$ cat config.mk
export PLATFORM = sky130hd
export DESIGN_NAME = cursor_sequence_buffer_top
export DESIGN_NICKNAME = d
export VERILOG_FILES = /design/src/rtl/csb_pkg.sv /design/src/rtl/csb_ram.sv /design/src/rtl/csb_ctrl.sv /design/src/rtl/cursor_sequence_buffer_top.sv
export SDC_FILE = /design/constraint.sdc
export NUM_CORES = 2
export LEC_CHECK = 0
export ABC_CLOCK_PERIOD_IN_PS = 5870
export BUFFER_PORTS_ARGS = -buffer_cell sky130_fd_sc_hd__buf_2
export CORE_ASPECT_RATIO = 0.5
export CORE_MARGIN = 3
export CORE_UTILIZATION = 40
export DETAILED_ROUTE_END_ITERATION = 10
export GPL_ROUTABILITY_DRIVEN = 0
export PLACE_DENSITY_LB_ADDON = 0.08
export SYNTH_ARGS = -nofsm -noshare
export SYNTH_HDL_FRONTEND = slang
export SYNTH_SLANG_ARGS = --single-unit
$ cat constraint.sdc
create_clock -name clock -period 5.87 [get_ports clock]
set_input_delay 0.2935 -clock clock [delete_from_list [all_inputs] [get_ports clock]]
set_output_delay 0.2935 -clock clock [all_outputs]
set_load 0.02 [all_outputs]
$ cat src/rtl/csb_pkg.sv
// Shared types and codes for the cursor sequence buffer.
package csb_pkg;

   typedef enum logic [2:0] {
      KIND_START   = 3'd0,
      KIND_ADVANCE = 3'd1,
      KIND_INSERT  = 3'd2,
      KIND_ATTACH  = 3'd3,
      KIND_REMOVE  = 3'd4,
      KIND_READ    = 3'd5
   } kind_type;

   typedef enum logic [1:0] {
      ST_DONE       = 2'd0,
      ST_FULL       = 2'd1,
      ST_NO_CURRENT = 2'd2
   } status_type;

   typedef enum logic [2:0] {
      S_IDLE,
      S_SH_RD,
      S_SH_WR,
      S_PUT,
      S_LOOK,
      S_WAIT
   } state_type;

   localparam int KIND_WIDTH   = 3;
   localparam int STATUS_WIDTH = 2;

endpackage

$ cat src/rtl/csb_ram.sv
// Generic single-port-write, single-port-read RAM with registered read data.
module csb_ram #(
   parameter int WIDTH = 32,
   parameter int DEPTH = 64
) (
   input  logic                     clock,
   input  logic                     wr_en,
   input  logic [$clog2(DEPTH)-1:0] wr_addr,
   input  logic [WIDTH-1:0]         wr_data,
   input  logic [$clog2(DEPTH)-1:0] rd_addr,
   output logic [WIDTH-1:0]         rd_data
);

   logic [WIDTH-1:0] mem_ff [DEPTH];
   logic [WIDTH-1:0] rd_data_ff;

   always_ff @(posedge clock) begin
      if (wr_en) begin
         mem_ff[wr_addr] <= wr_data;
      end
      rd_data_ff <= mem_ff[rd_addr];
   end

   assign rd_data = rd_data_ff;

endmodule

$ cat src/rtl/csb_ctrl.sv
// Sequencer: decodes a transaction, shifts entries through the RAM, builds the result.
module csb_ctrl
   import csb_pkg::*;
#(
   parameter int CAPACITY    = 64,
   parameter int VALUE_WIDTH = 32
) (
   input  logic                           clock,
   input  logic                           reset,
   input  logic                           req_valid,
   output logic                           req_ready,
   input  logic [KIND_WIDTH-1:0]          req_kind,
   input  logic [VALUE_WIDTH-1:0]         req_value,
   output logic                           rsp_valid,
   input  logic                           rsp_ready,
   output logic [STATUS_WIDTH-1:0]        rsp_status,
   output logic                           rsp_has_current,
   output logic [VALUE_WIDTH-1:0]         rsp_value,
   output logic [$clog2(CAPACITY+1)-1:0]  rsp_count,
   output logic                           mem_we,
   output logic [$clog2(CAPACITY)-1:0]    mem_waddr,
   output logic [VALUE_WIDTH-1:0]         mem_wdata,
   output logic [$clog2(CAPACITY)-1:0]    mem_raddr,
   input  logic [VALUE_WIDTH-1:0]         mem_rdata
);

   localparam int AW = $clog2(CAPACITY);
   localparam int CW = $clog2(CAPACITY + 1);
   localparam logic [CW-1:0] CAP = CW'(CAPACITY);
   localparam logic [CW-1:0] ONE = CW'(1);

   state_type        state_ff, state_in;
   logic [CW-1:0]    count_ff, count_in;
   logic [CW-1:0]    cursor_ff, cursor_in;
   logic [CW-1:0]    ptr_ff, ptr_in;
   logic [CW-1:0]    pos_ff, pos_in;
   logic             up_ff, up_in;
   logic [VALUE_WIDTH-1:0] val_ff, val_in;
   status_type       status_ff, status_in;

   logic                    out_valid_ff, out_valid_in;
   logic [STATUS_WIDTH-1:0] out_status_ff, out_status_in;
   logic                    out_has_ff, out_has_in;
   logic [VALUE_WIDTH-1:0]  out_value_ff, out_value_in;
   logic [CW-1:0]           out_count_ff, out_count_in;

   logic          accept;
   logic          present;
   logic          full;
   logic          out_free;
   logic          shift_last;
   logic [CW-1:0] ins_pos;
   logic [CW-1:0] att_pos;

   assign present  = cursor_ff < count_ff;
   assign full     = count_ff >= CAP;
   assign out_free = !out_valid_ff || rsp_ready;
   assign accept   = req_valid && req_ready;
   assign ins_pos  = present ? cursor_ff : '0;
   assign att_pos  = present ? cursor_ff + ONE : count_ff;
   assign shift_last = up_ff ? (ptr_ff == pos_ff) : (ptr_ff == count_ff - ONE);

   // next state
   always_comb begin
      state_in = state_ff;
      case (state_ff)
         S_IDLE: begin
            if (accept) begin
               state_in = S_LOOK;
               case (kind_type'(req_kind))
                  KIND_INSERT: begin
                     if (!full) begin
                        state_in = (ins_pos < count_ff) ? S_SH_RD : S_PUT;
                     end
                  end
                  KIND_ATTACH: begin
                     if (!full) begin
                        state_in = (att_pos < count_ff) ? S_SH_RD : S_PUT;
                     end
                  end
                  KIND_REMOVE: begin
                     if (present && (cursor_ff + ONE < count_ff)) begin
                        state_in = S_SH_RD;
                     end
                  end
                  default: state_in = S_LOOK;
               endcase
            end
         end
         S_SH_RD: state_in = S_SH_WR;
         S_SH_WR: begin
            if (!shift_last) begin
               state_in = S_SH_RD;
            end else if (up_ff) begin
               state_in = S_PUT;
            end else begin
               state_in = S_LOOK;
            end
         end
         S_PUT:  state_in = S_LOOK;
         S_LOOK: state_in = S_WAIT;
         S_WAIT: begin
            if (out_free) begin
               state_in = S_IDLE;
            end
         end
         default: state_in = S_IDLE;
      endcase
   end

   // outputs: handshake and RAM port
   always_comb begin
      req_ready = 1'b0;
      mem_we    = 1'b0;
      mem_waddr = '0;
      mem_wdata = mem_rdata;
      mem_raddr = '0;
      case (state_ff)
         S_IDLE:  req_ready = 1'b1;
         S_SH_RD: mem_raddr = ptr_ff[AW-1:0];
         S_SH_WR: begin
            mem_we    = 1'b1;
            mem_waddr = up_ff ? AW'(ptr_ff + ONE) : AW'(ptr_ff - ONE);
         end
         S_PUT: begin
            mem_we    = 1'b1;
            mem_waddr = pos_ff[AW-1:0];
            mem_wdata = val_ff;
         end
         S_LOOK, S_WAIT: begin
            // cursor may equal capacity; park the address then
            mem_raddr = present ? cursor_ff[AW-1:0] : '0;
         end
         default: req_ready = 1'b0;
      endcase
   end

   // datapath
   always_comb begin
      count_in      = count_ff;
      cursor_in     = cursor_ff;
      ptr_in        = ptr_ff;
      pos_in        = pos_ff;
      up_in         = up_ff;
      val_in        = val_ff;
      status_in     = status_ff;
      out_valid_in  = out_valid_ff && !rsp_ready;
      out_status_in = out_status_ff;
      out_has_in    = out_has_ff;
      out_value_in  = out_value_ff;
      out_count_in  = out_count_ff;
      case (state_ff)
         S_IDLE: begin
            if (accept) begin
               val_in    = req_value;
               status_in = ST_DONE;
               case (kind_type'(req_kind))
                  KIND_START: cursor_in = '0;
                  KIND_ADVANCE: begin
                     if (present) begin
                        cursor_in = cursor_ff + ONE;
                     end else begin
                        status_in = ST_NO_CURRENT;
                     end
                  end
                  KIND_INSERT: begin
                     if (full) begin
                        status_in = ST_FULL;
                     end else begin
                        pos_in = ins_pos;
                        ptr_in = count_ff - ONE;
                        up_in  = 1'b1;
                     end
                  end
                  KIND_ATTACH: begin
                     if (full) begin
                        status_in = ST_FULL;
                     end else begin
                        pos_in = att_pos;
                        ptr_in = count_ff - ONE;
                        up_in  = 1'b1;
                     end
                  end
                  KIND_REMOVE: begin
                     if (!present) begin
                        status_in = ST_NO_CURRENT;
                     end else begin
                        ptr_in = cursor_ff + ONE;
                        up_in  = 1'b0;
                        // removing the last entry needs no shift
                        if (!(cursor_ff + ONE < count_ff)) begin
                           count_in = count_ff - ONE;
                        end
                     end
                  end
                  default: status_in = ST_DONE;
               endcase
            end
         end
         S_SH_WR: begin
            if (shift_last) begin
               if (!up_ff) begin
                  count_in = count_ff - ONE;
               end
            end else begin
               ptr_in = up_ff ? ptr_ff - ONE : ptr_ff + ONE;
            end
         end
         S_PUT: begin
            count_in  = count_ff + ONE;
            cursor_in = pos_ff;
         end
         S_WAIT: begin
            if (out_free) begin
               out_valid_in  = 1'b1;
               out_status_in = status_ff;
               out_has_in    = present;
               out_value_in  = present ? mem_rdata : '0;
               out_count_in  = count_ff;
            end
         end
         default: ptr_in = ptr_ff;
      endcase
   end

   always_ff @(posedge clock) begin
      if (reset) begin
         state_ff     <= S_IDLE;
         count_ff     <= '0;
         cursor_ff    <= '0;
         out_valid_ff <= 1'b0;
      end else begin
         state_ff     <= state_in;
         count_ff     <= count_in;
         cursor_ff    <= cursor_in;
         out_valid_ff <= out_valid_in;
      end
      ptr_ff        <= ptr_in;
      pos_ff        <= pos_in;
      up_ff         <= up_in;
      val_ff        <= val_in;
      status_ff     <= status_in;
      out_status_ff <= out_status_in;
      out_has_ff    <= out_has_in;
      out_value_ff  <= out_value_in;
      out_count_ff  <= out_count_in;
   end

   assign rsp_valid       = out_valid_ff;
   assign rsp_status      = out_status_ff;
   assign rsp_has_current = out_has_ff;
   assign rsp_value       = out_value_ff;
   assign rsp_count       = out_count_ff;

endmodule

$ cat src/rtl/cursor_sequence_buffer_top.sv
// Top level of the cursor sequence buffer: sequencer plus entry RAM.
//
// Request channel (req_*): one transaction per operation; req_tuser carries
// the kind, req_tdata the value for insert and attach.
// Response channel (rsp_*): exactly one transaction per request with status,
// current flag, current value and entry count after the operation.
// Entries live in one RAM with registered read. Start, advance, read and
// rejected operations go from accept through the look and wait states to the
// response register. Insert, attach and remove first move entries, each move a
// RAM read followed by a RAM write; insert and attach then write the new entry.
// One operation is in flight at a time; req_tready is high only while the
// sequencer is idle. The response sits in an output register, so the next
// request is accepted while it still waits; a stalled receiver holds the
// finished result and, once a second result is ready, stops the sequencer.
// Synchronous reset empties the buffer and puts the cursor at the front;
// RAM contents are not cleared, since only written entries are ever read.
module cursor_sequence_buffer_top
   import csb_pkg::*;
#(
   parameter int CAPACITY    = 64,
   parameter int VALUE_WIDTH = 32
) (
   input  logic clock,
   input  logic reset,
   input  logic req_tvalid,
   output logic req_tready,
   input  logic [((VALUE_WIDTH+7)/8)*8-1:0] req_tdata,   // entry_value
   input  logic [KIND_WIDTH-1:0] req_tuser,              // kind
   output logic rsp_tvalid,
   input  logic rsp_tready,
   // status, has_current, current_value, count
   output logic [((STATUS_WIDTH+1+VALUE_WIDTH+$clog2(CAPACITY+1)+7)/8)*8-1:0] rsp_tdata
);

   localparam int AW = $clog2(CAPACITY);
   localparam int CW = $clog2(CAPACITY + 1);
   localparam int OW = ((STATUS_WIDTH + 1 + VALUE_WIDTH + CW + 7) / 8) * 8;
   localparam int PAD = OW - (STATUS_WIDTH + 1 + VALUE_WIDTH + CW);

   logic                    mem_we;
   logic [AW-1:0]           mem_waddr;
   logic [VALUE_WIDTH-1:0]  mem_wdata;
   logic [AW-1:0]           mem_raddr;
   logic [VALUE_WIDTH-1:0]  mem_rdata;
   logic [STATUS_WIDTH-1:0] rsp_status;
   logic                    rsp_has_current;
   logic [VALUE_WIDTH-1:0]  rsp_value;
   logic [CW-1:0]           rsp_count;

   csb_ctrl #(
      .CAPACITY    (CAPACITY),
      .VALUE_WIDTH (VALUE_WIDTH)
   ) u_ctrl (
      .clock           (clock),
      .reset           (reset),
      .req_valid       (req_tvalid),
      .req_ready       (req_tready),
      .req_kind        (req_tuser),
      .req_value       (req_tdata[VALUE_WIDTH-1:0]),
      .rsp_valid       (rsp_tvalid),
      .rsp_ready       (rsp_tready),
      .rsp_status      (rsp_status),
      .rsp_has_current (rsp_has_current),
      .rsp_value       (rsp_value),
      .rsp_count       (rsp_count),
      .mem_we          (mem_we),
      .mem_waddr       (mem_waddr),
      .mem_wdata       (mem_wdata),
      .mem_raddr       (mem_raddr),
      .mem_rdata       (mem_rdata)
   );

   csb_ram #(
      .WIDTH (VALUE_WIDTH),
      .DEPTH (CAPACITY)
   ) u_ram (
      .clock   (clock),
      .wr_en   (mem_we),
      .wr_addr (mem_waddr),
      .wr_data (mem_wdata),
      .rd_addr (mem_raddr),
      .rd_data (mem_rdata)
   );

   assign rsp_tdata = {{PAD{1'b0}}, rsp_count, rsp_value, rsp_has_current, rsp_status};

   // count never goes past capacity
   a_count_bound: assert property (@(posedge clock) disable iff (reset)
      rsp_tvalid |-> (rsp_count <= CW'(CAPACITY)))
      else $error("count beyond capacity");

   // no current entry means a zero value
   a_value_zero: assert property (@(posedge clock) disable iff (reset)
      (rsp_tvalid && !rsp_has_current) |-> (rsp_value == '0))
      else $error("value without current entry");

   // a current entry means the count is not zero
   a_current_count: assert property (@(posedge clock) disable iff (reset)
      (rsp_tvalid && rsp_has_current) |-> (rsp_count != '0))
      else $error("current entry in empty buffer");

   // one operation in flight: no accept right after an accept
   a_one_inflight: assert property (@(posedge clock) disable iff (reset)
      (req_tvalid && req_tready) |=> !req_tready)
      else $error("request accepted while busy");

   // RAM writes stay inside the array
   a_write_range: assert property (@(posedge clock) disable iff (reset)
      mem_we |-> ({1'b0, mem_waddr} < (AW+1)'(CAPACITY)))
      else $error("RAM write out of range");

endmodule

# After elaboration in Yosys (flattened, before gate mapping)
# Memory sizes are Yosys's and may differ from the RTL's. A register that Yosys moved wholly into a read port is not among the register bits.
# Index checks and enable logic that the tools add are counted.
[word_totals]
mem_bits_rw = 2048
n_memories = 1
word_cells = 128
register_bits = 109
in_bits = 39
out_inout_bits = 50
[memory_table]
columns = ["memory", "depth", "width", "rd", "rd_clocked_by_memory_dff", "wr", "line", "source"]
rows = [
  ["u_ram.mem_ff", 64, 32, 1, 1, 1, "csb_ram.sv:14", "logic [WIDTH-1:0] mem_ff [DEPTH];"],
]
[classes]
order_cmp = 5
n_eq_ne = 28
add_sub_neg = 5
mux = 51
reduce_logical = 25
[ops]
columns = ["operator", "n"]
rows = [
  ["2-to-1 mux 7 bit", 16],
  ["case mux 7 bit (2 select lines)", 5],
  ["2-to-1 mux 32 bit", 1],
  ["less-than comparator 7 bit", 4],
  ["case mux 6 bit (2 select lines)", 2],
  ["adder 7 x 1 -> 7 bit (second input constant)", 3],
  ["2-to-1 mux 3 bit", 7],
  ["case mux 7 bit (3 select lines)", 1],
  ["case mux 3 bit (6 select lines)", 1],
  ["== test 7 bit", 2],
  ["subtractor 7 x 1 -> 7 bit (second input constant)", 2],
  ["== test 3 x 2 -> 1 bit (second input constant)", 4],
  ["2-to-1 mux 6 bit", 2],
  ["inequality test 2 x 1 -> 1 bit (second input constant)", 6],
  ["inequality test 2 bit (second input constant)", 6],
  ["2-to-1 mux 1 bit", 10],
  ["AND reduction 5 bit", 2],
  ["== test 3 bit (second input constant)", 3],
  ["inequality test 3 x 2 -> 1 bit (second input constant)", 3],
  ["case mux 3 bit (3 select lines)", 1],
  ["nonzero test 2 bit", 4],
  ["OR reduction 2 bit", 4],
  [">= comparator 7 bit (second input constant)", 1],
  ["AND reduction 7 bit", 1],
  ["13 further kinds", 23],
]

# Depth between registers and ports, before layout
[logic_depth]
depth_word = 8
depth_mapped = 17
ltp_nobuf = 14

# By module
# From an unflattened synthesis, not the netlist that was laid out.
[hier_totals]
cells_unflattened = 4012
area_unflattened_um2 = 85029.0
[by_module_without_submodules]
columns = ["mod", "n_inst", "cells_per_inst", "area_each_um2", "seq_area_each_um2"]
rows = [
  ["csb_ram", 1, 3324, 78520.3, 62139.6],
  ["csb_ctrl", 1, 680, 6452.4, 3093.0],
  ["cursor_sequence_buffer_top", 1, 8, 56.3, 0.0],
]

# Least setup slack after synthesis
# No wires, ideal clock.
[synth_timing]
kind = "register to register"
from = "register u_ctrl.state_ff[1]"
to = "memory u_ram.mem_ff[49][0] (enable)"
n_path_buf = 4
required_ps = 5449
period_less_slack_ps = 3858
arrival_ps = 3437
setup_ps = 421
path_stages_with_launch = 10
setup_slack_ps = 2012
path_cell_list = "dfxtp_1 -> clkbuf_1 -> buf_1 -> clkbuf_1 -> and2_1 -> clkbuf_1 -> a22oi_1 -> nor2_1 -> nand2_1 -> nor2_1"
[synth_between]
elab_chain_cells = 5
elab_cells_between_ends = 7
classes_between = "eq/ne (2); mux (4); reduce/logical (1)"
[synth_lines]
columns = ["element", "line", "source"]
rows = [
  ["start: declaration", "csb_ctrl.sv:32", "state_type state_ff, state_in;"],
  ["start signal: assignment", "csb_ctrl.sv:233", "state_ff <= state_in;"],
  ["== test 3 x 2 -> 1 bit", "csb_ctrl.sv:118", "case (state_ff)"],
  ["OR reduction 2 bit (no source line)", "n/a", ""],
  ["2-to-1 mux 1 bit", "csb_ctrl.sv:118", ""],
  ["2-to-1 mux 1 bit", "csb_ram.sv:18", "if (wr_en) begin"],
  ["2-to-1 mux 1 bit (implied by the code)", "csb_ram.sv:19", "mem_ff[wr_addr] <= wr_data;"],
  ["end: declaration", "csb_ram.sv:14", ""],
]
# Several ways; a longest one is shown, not always the timed one.

# Worst setup path after layout
[layout_timing]
from = "register u_ctrl.count_ff[4]"
to = "register u_ram.rd_data_ff[17] (netlist: u_ram.rd_data[17]), read port of u_ram.mem_ff"
[layout_between]
elab_chain_cells = 3
[layout_lines]
columns = ["element", "line", "source"]
rows = [
  ["start: declaration", "csb_ctrl.sv:33", "logic [CW-1:0] count_ff, count_in;"],
  ["start signal: assignment", "csb_ctrl.sv:234", "count_ff <= count_in;"],
  ["less-than comparator 7 bit", "csb_ctrl.sv:55", "assign present = cursor_ff < count_ff;"],
  ["2-to-1 mux 6 bit", "csb_ctrl.sv:132", "mem_raddr = present ? cursor_ff[AW-1:0] : '0;"],
  ["case mux 6 bit (2 select lines)", "csb_ctrl.sv:118", ""],
  ["end: declaration", "csb_ram.sv:15", "logic [WIDTH-1:0] rd_data_ff;"],
]
# Every way passes these cells.
# A chain may end at the register's enable or synchronous reset.

==> metrics <==
outcome finished clean; top cells by area, synth edfxtp_1, nand2_1, a21oi_1; Main synth FF type edfxtp_1; area taken by multi-input logic gates 0.0192 mm²; H-tree Lvls 4; vias in the first global route around 52000; IO buf count 82; fin cells approximately 9500; endpoints failing hold 0; CTS buffer count 204; Synth Register Bits 2189; routed len/inst between 20 and 30 µm; RSZ-0062 raised after global routing no; post-synthesis sequential area ratio 76.4%; first-pass GRT wire length 396 mm; grt total ovfl 0; count leader, synth edfxtp_1; CTS tree done; post-placement cell count 9048; Die Ht roughly 330 µm; storage element area ~0.065 mm²; I/O pins 89; Via density 5.81; Setup CP Type reg -> reg; Clock Sink Count 2189; initial antenna violation count 30; crit-path cells inv_1, ha_1, a211o_1, a21oi_1, o211ai_1, a311oi_1, nor3_1, nand2b_2, buf_4, o22ai_1, nor4_1, buf_4, and3_1; FMAX 179 MHz; drt pass-1 iters 6; CP bufs+invs 3; maxcap violations 0; share of cells above drive strength 1 11.5%; GRT Util Overall between 20% and 30%; clock skew approximately 40 ps; Cells after Synth 6285; worst vdd ir around 0.32 mV; minimum clock period ~5600 ps; starting density of the core around 40%; Area growth syn-to-layout 14.5%; Leak approximately 32 nW; Final setup viols 0; Clock Pin Slew Worst Setup and Hold Paths 70 ps; Final Cycle Share 95.3%; asr flop ratio synth 0%; fill cell count around 19000; Cell Rows 119; CP Capture Type flip-flop; Die Area 0.219 mm²; EDFF count, synth 2139; Crit Path Max Fanout 16; Warnings, synthesis 0; Mean Syn Cell Area roughly 14 µm²; crit path DAT 6380 ps; post-route ant nets 0; worst skew pair latency 860 ps; setup TNS 0 ps; largest net degree at the start of global routing 128; area leader, netlist edfxtp_1; startpoint types flip-flop; core area 0.211 mm²; DRC viols 0; Max clock buf depth 4; most instantiated cells after synthesis edfxtp_1, nand2_1, a21oi_1, clkbuf_1, a22oi_1; Worst Tran Pin Value 1300 ps; vias 55000; worst hold path class in -> reg; Slew Viols, Final 0; final wirelength 281 mm; slew margin rel. 12.6%; mapped cell area 0.0853 mm²; Synth top area share 75.3%; Netlist cell types 66; CP max stage cell a311oi_1; Die Span X 659 µm; Detailed Place HPWL 165 mm; NumNets Final 6513; critical path's most frequent cell buf_4; Root Driver clkbuf_16; crit-path leading delay family compound AO/OA/AOI/OAI gates; Post CTS Setup Buffer Count 0; DRT iter0 DRCs 6736; power density cells between 400 and 500 mW/mm²; CP required approximately 6700 ps; Largest stage delay, worst path between 800 and 900 ps
## layout by cell type (no fill, tap or decap), drive strengths merged, types with 6 or more instances in the layout
cell	netlist	final
edfxtp	2139	2139
clkbuf	278	268
a2111oi	62	62
clkinv	2	76
buf	147	340
mux2i	14	14
o22ai	129	129
nand2b	11	11
a21o	10	10
bufinv	0	10
and2	41	41
inv	15	17
xor2	16	16
a22oi	262	262
a31oi	72	72
nor4	38	38
o211ai	9	9
nor2b	7	7
a222oi	6	6
dlygate4sd3	0	38
or3	10	10
dfxtp	50	50
nand3	234	234
and3	35	35
xnor2	13	13
a211oi	7	7
nor2	100	100
o21ai	35	35
conb	1	6
diode	0	25
nand4	65	65
ha	25	25
or4	8	8
a21oi	826	826
nand2	1554	1554
nor3	14	14
## final timing paths
check,from,end,slack (ps),cells past startpoint
worst max-delay path,u_ctrl.count_ff[4],u_ram.rd_data[17],280,13
worst min-delay path,req_tuser[2],u_ctrl.status_ff[0],150,4
worst max register to register,u_ctrl.count_ff[4],u_ram.rd_data[17],280,13
worst min register to register,u_ctrl.status_ff[0],u_ctrl.rsp_status[0],420,0
## worst register-to-register path, cell delays in order, from the launching register on
cell and delay, ps:
dfxtp_1 530, inv_1 200, ha_1 330, a211o_1 360, a21oi_1 290, o211ai_1 280, a311oi_1 870, nor3_1 230
nand2b_2 480, buf_4 420, o22ai_1 280, nor4_1 820, buf_4 280, and3_1 170
## power by group
part | total [mW] | switching, mW | leakage [nW] | internal [mW]
logic | 12.1 | 9.30 | 9.76 | 2.84
registers | 20.5 | 0.431 | 19.5 | 20.1
clock network | 12.8 | 5.77 | 3.05 | 7.06
## state kept, by name, summed over array words and instances, names as in the netlist
signal	count
u_ctrl.rsp_count	7
u_ctrl.val_ff	32
u_ctrl.count_ff	7
u_ctrl.pos_ff	7
u_ctrl.cursor_ff	7
u_ctrl.status_ff	2
u_ctrl.ptr_ff	7
u_ctrl.rsp_status	2
u_ctrl.rsp_valid	1
u_ctrl.state_ff	3
u_ram.rd_data	32
u_ctrl.rsp_value	32
u_ram.mem_ff	2048
u_ctrl.rsp_has_current	1
u_ctrl.up_ff	1
## per-layer routing
layer | share of wire (%) | up-vias | GRT usage [%]
met5 | 0.014 | - | 0
met4 | 2.1 | 6 | 5.40
met3 | 8.6 | 331 | 5.14
met2 | 45 | 2324 | 38.8
met1 | 44 | 28400 | 36.9
li1 | - | 23900 | -
## per-stage QoR
| step | power, mW | hold WS [ps] | setup WS (ps) | instance area, µm² | utilization, % |
|---|---|---|---|---|---|
| after detailed placement | 32.9 | 416 | 95.5 | 91000 | 43.1 |
| after global placement | 32.7 | 401 | 182 | 91000 | 43.1 |
| after floorplan | 26.6 | 392 | 2010 | 85400 | - |
| after CTS | 45.7 | 68.1 | 97.4 | 97600 | 46.2 |
| final | 45.5 | 145 | 276 | 97700 | 46.2 |
| after global routing | 47.2 | 110 | 6.69 | 97600 | 46.2 |
## area by class of cell
cell class,count,area share (%)
clock inverters,89,0.680
clock buffers,268,5.68
diodes,25,0.0640
multi-input cells,3659,19.6
inverters,17,0.0653
repair buffers,378,3.48
flip-flops and latches,2189,66.8
well taps,2843,3.64
## what timing repair did
item / in CTS / in global routing
endpoints found under the setup margin: 0 / 1
hold buffers: 38 / 0
gates resized for setup: 0 / 1
hold endpoints to repair: 54 / 0
## cell families after synthesis
group / count (synthesis) / share of synthesized area [%]
and+or+nand+nor: 2133 / 10.5
DFF: 2189 / 76.4
other: 1 / 0.00439
buffers and inverters: 442 / 2.09
xor gates and xnor gates: 29 / 0.298
adders and majority gates: 27 / 0.390
muxes: 18 / 0.217
AOI/OAI and AO/OA: 1446 / 10.1
(Power assumes the default switching activity.)
